### src/rtl/qau_pkg.sv
// Shared types, constants and fixed-point helpers for the quaternion arithmetic unit.
// Used by every other file of the block; depends on nothing.
`timescale 1ns / 1ps
`default_nettype none

package qau_pkg;

   localparam int FRAC_BITS   = 12;
   localparam int WORD_BITS   = 16;
   localparam int PROD_W      = 2 * WORD_BITS;
   localparam int ACC_W       = PROD_W + 3;
   localparam int SQ_W        = PROD_W + 2;
   localparam int ROOT_STEPS  = WORD_BITS + 1;
   localparam int LEN_W       = WORD_BITS + 2;
   localparam int QUO_BITS    = WORD_BITS + 1;
   localparam int DIV_W       = 2 * WORD_BITS + FRAC_BITS + 4;
   localparam int CNT_W       = $clog2(WORD_BITS + 2);
   localparam int NUM_PROD    = 16;
   localparam int QUEUE_DEPTH = 2;

   typedef logic signed [WORD_BITS-1:0] word_type;
   typedef logic signed [PROD_W-1:0]    prod_type;
   typedef logic signed [ACC_W-1:0]     acc_type;
   typedef logic [3:0]                  cmd_type;

   localparam cmd_type CMD_MUL       = 4'd0;
   localparam cmd_type CMD_ADD       = 4'd1;
   localparam cmd_type CMD_SUB       = 4'd2;
   localparam cmd_type CMD_CONJ      = 4'd3;
   localparam cmd_type CMD_SCALE     = 4'd4;
   localparam cmd_type CMD_DIVIDE    = 4'd5;
   localparam cmd_type CMD_LENGTH    = 4'd6;
   localparam cmd_type CMD_NORMALIZE = 4'd7;
   localparam cmd_type CMD_MATRIX    = 4'd8;

   localparam logic [1:0] ST_OK   = 2'd0;
   localparam logic [1:0] ST_SAT  = 2'd1;
   localparam logic [1:0] ST_ZERO = 2'd2;

   localparam acc_type ACC_HALF = acc_type'(64'd1 << (FRAC_BITS - 1));
   localparam acc_type ACC_ONE  = acc_type'(64'd1 << FRAC_BITS);
   localparam acc_type ACC_WMAX = acc_type'((64'd1 << (WORD_BITS - 1)) - 64'd1);
   localparam acc_type ACC_WMIN = ~ACC_WMAX;

   // Highest even bit position the square root can reach: 4 * (2^(W-1))^2.
   localparam logic [SQ_W-1:0] SQ_TOP = {2'b01, {(2 * WORD_BITS){1'b0}}};

   typedef struct packed {
      logic [3:0] command;
      word_type   a_w;
      word_type   a_x;
      word_type   a_y;
      word_type   a_z;
      word_type   b_w;
      word_type   b_x;
      word_type   b_y;
      word_type   b_z;
      word_type   factor;
   } req_payload_type;

   typedef struct packed {
      word_type   out_w;
      word_type   out_x;
      word_type   out_y;
      word_type   out_z;
      logic [1:0] status;
      logic       last;
   } rsp_payload_type;

   typedef struct packed {
      cmd_type        op;
      word_type [3:0] a;
      word_type [3:0] b;
      word_type       f;
   } item_type;

   typedef struct packed {
      logic     valid;
      item_type item;
   } push_type;

   typedef struct packed {
      logic     hit;
      word_type value;
   } sat_type;

   function automatic acc_type ext_word(input word_type v);
      return {{(ACC_W - WORD_BITS){v[WORD_BITS-1]}}, v};
   endfunction

   function automatic acc_type ext_prod(input prod_type v);
      return {{(ACC_W - PROD_W){v[PROD_W-1]}}, v};
   endfunction

   // Round to nearest, ties toward plus infinity, dropping the fraction bits.
   function automatic acc_type round_frac(input acc_type v);
      acc_type t;
      t = v + ACC_HALF;
      return t >>> FRAC_BITS;
   endfunction

   function automatic sat_type sat_word(input acc_type v);
      sat_type s;
      s.hit   = 1'b0;
      s.value = v[WORD_BITS-1:0];
      if (v > ACC_WMAX) begin
         s.hit   = 1'b1;
         s.value = {1'b0, {(WORD_BITS - 1){1'b1}}};
      end else if (v < ACC_WMIN) begin
         s.hit   = 1'b1;
         s.value = {1'b1, {(WORD_BITS - 1){1'b0}}};
      end
      return s;
   endfunction

endpackage

`default_nettype wire

### src/rtl/qau_queue.sv
// Short FIFO between the front and back ends of the quaternion unit.
// Depends on qau_pkg for the item type and depth.
`timescale 1ns / 1ps
`default_nettype none

module qau_queue (
   input  logic               clock,
   input  logic               reset,
   input  qau_pkg::push_type  push,
   output logic               push_ready,
   output logic               pop_valid,
   output qau_pkg::item_type  pop_item,
   input  logic               pop_ready
);
   import qau_pkg::*;

   localparam int PTR_W = (QUEUE_DEPTH > 1) ? $clog2(QUEUE_DEPTH) : 1;
   localparam int CNT_Q = $clog2(QUEUE_DEPTH + 1);

   item_type         entry_ff [QUEUE_DEPTH];
   logic [PTR_W-1:0] wr_ptr_ff, wr_ptr_in;
   logic [PTR_W-1:0] rd_ptr_ff, rd_ptr_in;
   logic [CNT_Q-1:0] count_ff, count_in;
   logic             do_push, do_pop;

   assign push_ready = (count_ff != CNT_Q'(QUEUE_DEPTH));
   assign pop_valid  = (count_ff != '0);
   assign pop_item   = entry_ff[rd_ptr_ff];
   assign do_push    = push.valid && push_ready;
   assign do_pop     = pop_valid && pop_ready;

   always_comb begin
      wr_ptr_in = wr_ptr_ff;
      rd_ptr_in = rd_ptr_ff;
      count_in  = count_ff;
      if (do_push) begin
         wr_ptr_in = (wr_ptr_ff == PTR_W'(QUEUE_DEPTH - 1)) ? '0 : wr_ptr_ff + PTR_W'(1);
      end
      if (do_pop) begin
         rd_ptr_in = (rd_ptr_ff == PTR_W'(QUEUE_DEPTH - 1)) ? '0 : rd_ptr_ff + PTR_W'(1);
      end
      if (do_push && !do_pop) begin
         count_in = count_ff + CNT_Q'(1);
      end else if (do_pop && !do_push) begin
         count_in = count_ff - CNT_Q'(1);
      end
   end

   always_ff @(posedge clock) begin
      if (reset) begin
         wr_ptr_ff <= '0;
         rd_ptr_ff <= '0;
         count_ff  <= '0;
      end else begin
         wr_ptr_ff <= wr_ptr_in;
         rd_ptr_ff <= rd_ptr_in;
         count_ff  <= count_in;
      end
   end

   always_ff @(posedge clock) begin
      if (do_push) begin
         entry_ff[wr_ptr_ff] <= push.item;
      end
   end

endmodule

`default_nettype wire

### config.mk
export PLATFORM = sky130hd
export DESIGN_NAME = qau_queue
export DESIGN_NICKNAME = d
export VERILOG_FILES = /design/src/rtl/qau_pkg.sv /design/src/rtl/qau_queue.sv
export SDC_FILE = /design/constraint.sdc
export NUM_CORES = 1
export LEC_CHECK = 0
export ABC_AREA = 1
export BUFFER_PORTS_ARGS = -buffer_cell sky130_fd_sc_hd__buf_2
export CAP_MARGIN = 10
export CORE_ASPECT_RATIO = 1.2
export CORE_MARGIN = 3
export CORE_UTILIZATION = 47
export DETAILED_ROUTE_END_ITERATION = 8
export PLACE_DENSITY = 0.76
export SLEW_MARGIN = 30
export SYNTH_ARGS = -nofsm -noshare
export SYNTH_HDL_FRONTEND = slang
export SYNTH_SLANG_ARGS = --single-unit
### constraint.sdc
create_clock -name clock -period 9.6 [get_ports clock]
set_input_delay 2.88 -clock clock [delete_from_list [all_inputs] [get_ports clock]]
set_output_delay 2.88 -clock clock [all_outputs]
set_load 0.01 [all_outputs]
* After elaboration in Yosys (flattened, before gate mapping)
Memory sizes are Yosys's and may differ from the RTL's. A register that Yosys moved wholly into a read port is not among the register bits.
Index checks and enable logic that the tools add are counted.
** Operators by class
- Eq/ne operators :: 1
- Reduce and logical (&&, ||, !) cells :: 8
- $add $sub $neg :: 4
- Muxes and demuxes :: 8
** Operators by type and width (number)
- $mux 1 :: 6
- $logic_and 1x1->1 :: 4
- $mux 2 :: 2
- $reduce_bool 2->1 :: 2
- $add 1x1->1 const B :: 2
- $add 2x1->2 const B :: 1
- $logic_not 1->1 :: 2
- $ne 2x2->1 const B :: 1
- $sub 2x1->2 const B :: 1
** Word-level totals
- Register bits after elaboration :: 4
- Logic and storage cells :: 25
- Output and inout port bits :: 150
- RAM bits :: 296
- Input bits :: 152
- Memories kept :: 1
** Memory list
- entry_ff :: words 2, width 148, rd ports 1, clocked after Yosys merged registers in 1, write ports 1, line qau_queue.sv:20 : item_type entry_ff [QUEUE_DEPTH];

* Longest topological paths before layout
- Word-level depth :: 6
- Depth in mapped cells :: 11
- Gate-level depth less buffers :: 11

* Worst setup path after synthesis
OpenSTA, ideal clock, no wires.
- Path kind :: input -> register
- Start :: input port push[148] in the netlist's numbering
- End :: memory entry_ff[0][0] in the netlist's numbering (enable)
- Stages :: 2
- Data arrival time :: 9.116 ns
- Buffers on the path :: 0
- Data required time :: 8.943 ns
- Path slack :: -0.173 ns
- Library setup time :: 0.657 ns
- Cells stage by stage :: nand2_1 -> nor2_1
** On the way
- Word-level cells in the longest chain between the ends :: 3
** Ends and longest elaborated chain
- from (decl) :: line qau_queue.sv:9 : input qau_pkg::push_type push,
- $logic_and 1x1->1 :: line qau_queue.sv:29 : assign do_push = push.valid && push_ready;
- $mux 1 :: line qau_queue.sv:62 : if (do_push) begin
- $mux 1 (not written as such) :: line qau_queue.sv:63 : entry_ff[wr_ptr_ff] <= push.item;
- to (decl) :: line qau_queue.sv:20
Every way passes these cells.

==> results.sh <==
export IMPL_clock_root_buffer="clkbuf_16"
export IMPL_htreeDepth=1
export IMPL_io_buffers=301
export IMPL_netlist_area_um2=11000
export IMPL_slew_headroom=0.482
export IMPL_ys_types=14
export IMPL_post_route_period_util=0.564
export IMPL_max_cap_viol_count=0
export IMPL_synth_seq_cells=301
export IMPL_clock_sinks=301
export IMPL_cp_data_arrival_time_ns=2.54
export IMPL_synth_top_area_frac=0.811
export IMPL_r2r_start="count_ff[0]"
export IMPL_crit_chain="buf_4 -> mux2_2 -> buf_2"
export IMPL_worstMarginPinSlew_ns=0.777
export IMPL_slew_violations=0
export IMPL_cp_data_required_time_ns=6.72
export IMPL_critical_path_max_stage_delay_ns=0.69
export IMPL_gp_congestion=0.739
export IMPL_area_growth_pct=25.1
export IMPL_grt_pass1_wl_um=32800
export IMPL_ios=302
export IMPL_antenna_found_initial=6
export IMPL_cts_setup_buffers=0
export IMPL_wl_per_cell_um=18.3
export IMPL_drt_total_wl_um=21100
export IMPL_multi_input_area_um2=1790
export IMPL_status="completed"
export IMPL_cellPowerDensity_nw_per_um2=260
export IMPL_route_detailed_drc=0
export IMPL_grt_util_all_layers=0.162
export IMPL_final_util=0.604
export IMPL_yosysWarningCount=0
export IMPL_pre_cts_slack_ns=4.70
export IMPL_dp_hpwl_um=13900
export IMPL_p_leak_nw=5.10
export IMPL_clock_skew_ns=0.00758
export IMPL_grt_start_max_net_pins=79
export IMPL_synth_edf_count=296
export IMPL_first_pass_iters=4
export IMPL_fmax_mhz=185
export IMPL_synthTopCellsByCount="edfxtp_1, mux2_2, buf_6"
export IMPL_numCtsBuffers=28
export IMPL_path_clk_slew_ns=0.06
export IMPL_vdd_drop_max_mv=0.171
export IMPL_drive_gt1_frac=0.593
export IMPL_hold_viol=0
export IMPL_yosysMostFrequentCell="edfxtp_1"
export IMPL_endpoint_kind="output port"
export IMPL_fin_crit_ns=5.42
export IMPL_synth_ff_type="edfxtp_1"
export IMPL_vias=5673
export IMPL_dieArea_um2=25200
export IMPL_avgViaCountPerCell=4.91
export IMPL_clock_path_buffers=3
export IMPL_grt_pass1_vias=6168
export IMPL_worst_setup_path_start_kind="flip-flop"
export IMPL_postCtsHoldBufs=0
export IMPL_crit_path_top_delay_cell="dfxtp_4"
export IMPL_regArea_um2=8990
export IMPL_cts_tree="done"
export IMPL_num_nets_final=971
export IMPL_hp_start="wr_ptr_ff"
export IMPL_synth_area_top_cells="edfxtp_1, mux2_2, buf_6, dfxtp_1, nand2_1"
export IMPL_netlist_instances=497
export IMPL_synth_async_reset_ratio=0
export IMPL_overflow=0
export IMPL_core_um2=22700
export IMPL_syn_nets=650
export IMPL_drt_iter0_markers=177
export IMPL_die_y_um=173
export IMPL_fp_dieW_um=145
export IMPL_path_class="flip-flop to output port"
export IMPL_setup_violations=0
export IMPL_seq_area_frac_synth=0.821
export IMPL_rsz0062_at_grt="no"
export IMPL_path_max_fanout=57
export IMPL_syn_area_per_cell_um2=22.0
export IMPL_insertion_delay_ns=0.53
export IMPL_worstHoldPathType="flip-flop to flip-flop"
export IMPL_yosysTopAreaCell="edfxtp_1"
export IMPL_setup_slack_ns=4.18
export IMPL_start_util=0.483
export IMPL_placementRows=60
export IMPL_cts_resized=0
export IMPL_fillers=1717
export IMPL_ant_nets=0
[flip-flops by register name, summed over array words and instances, names as in the netlist, named ones only]
signal	flops
rd_ptr_ff	1
wr_ptr_ff	1
count_ff	2
entry_ff	296
[per-stage QoR]
step / std cells / TNS [ns] / hold WS [ns] / power, W / instance area, µm²
2_1_floorplan: 497 / -51.32 / 0.465 / 0.00226 / 11000
3_3_place_gp: 1098 / 0 / 0.476 / 0.00249 / 12800
3_5_place_dp: 1098 / 0 / 0.526 / 0.00251 / 12800
4_1_cts: 1150 / 0 / 0.539 / 0.00361 / 13700
5_1_grt: 1155 / 0 / 0.572 / 0.00372 / 13700
6_report: 1155 / 0 / 0.538 / 0.00356 / 13700
[layout by cell type, fill, tap and decap left out]
master and n:
nor2_4 2, o21ai_0 2, buf_4 2, dfxtp_4 1, clkinv_2 5, buf_2 301, nand2_1 9, inv_1 8
clkinvlp_4 1, nand3_1 2, a21oi_1 2, bufinv_16 3, clkbuf_8 2, nor2_1 5, edfxtp_1 296, nand4_1 1
clkinv_1 5, clkbuf_1 7, diode_2 5, dfxtp_1 4, clkbuf_16 29, buf_6 4, mux2_2 148, ha_1 1
[layer usage]
layer	vias to the layer above	global-route usage	routed length, µm
li1	2605	-	-
met4	2	0.0661	772
met2	230	0.297	11300
met3	57	0.0476	1690
met1	2779	0.176	7310
met5	-	0	9
[cells by family (layout without fill, tap and decap cells)]
| kind of cell | count (synthesis) | in the layout | synth area share |
|---|---|---|---|
| DFF | 301 | 301 | 0.821 |
| other | 0 | 5 | 0 |
| buffers and inverters | 24 | 367 | 0.0174 |
| and+or+nand+nor | 19 | 19 | 0.00697 |
| adders and majority gates | 1 | 1 | 0.00114 |
| AOI/OAI and AO/OA | 4 | 4 | 0.00183 |
| muxes | 148 | 148 | 0.152 |
[power breakdown]
| group | switching, W | internal (W) |
|---|---|---|
| clock network | 0.000443 | 0.000647 |
| logic | 0.000416 | 0.000337 |
| registers | 0.0000560 | 0.00166 |
| total | 0.000914 | 0.00265 |
[path summary, 6_finish.rpt]
| kind | cells past startpoint | slack, ns | to |
|---|---|---|---|
| worst max-delay path | 3 | 4.18 | pop_item[49] |
| worst max register to register | 5 | 7.75 | entry_ff[1][79] |
| worst min register to register | 2 | 0.54 | wr_ptr_ff |
| worst min-delay path | 2 | 0.54 | wr_ptr_ff |
[worst max-delay path: cells and delay by family (launching register included)]
kind / cells / cell delay, ns
muxes: 1 / 0.43
DFF: 1 / 0.69
buffers and inverters: 2 / 0.81
[layout make-up]
class | instances | area share
Clock inverter | 14 | 0.0103
Inverter | 8 | 0.00219
Clock buffer | 38 | 0.0569
Multi-Input combinational cell | 172 | 0.131
Antenna cell | 5 | 0.000913
Timing Repair Buffer | 307 | 0.114
Tap cell | 310 | 0.0283
Sequential cell | 301 | 0.656
(Power assumes the default switching activity.)
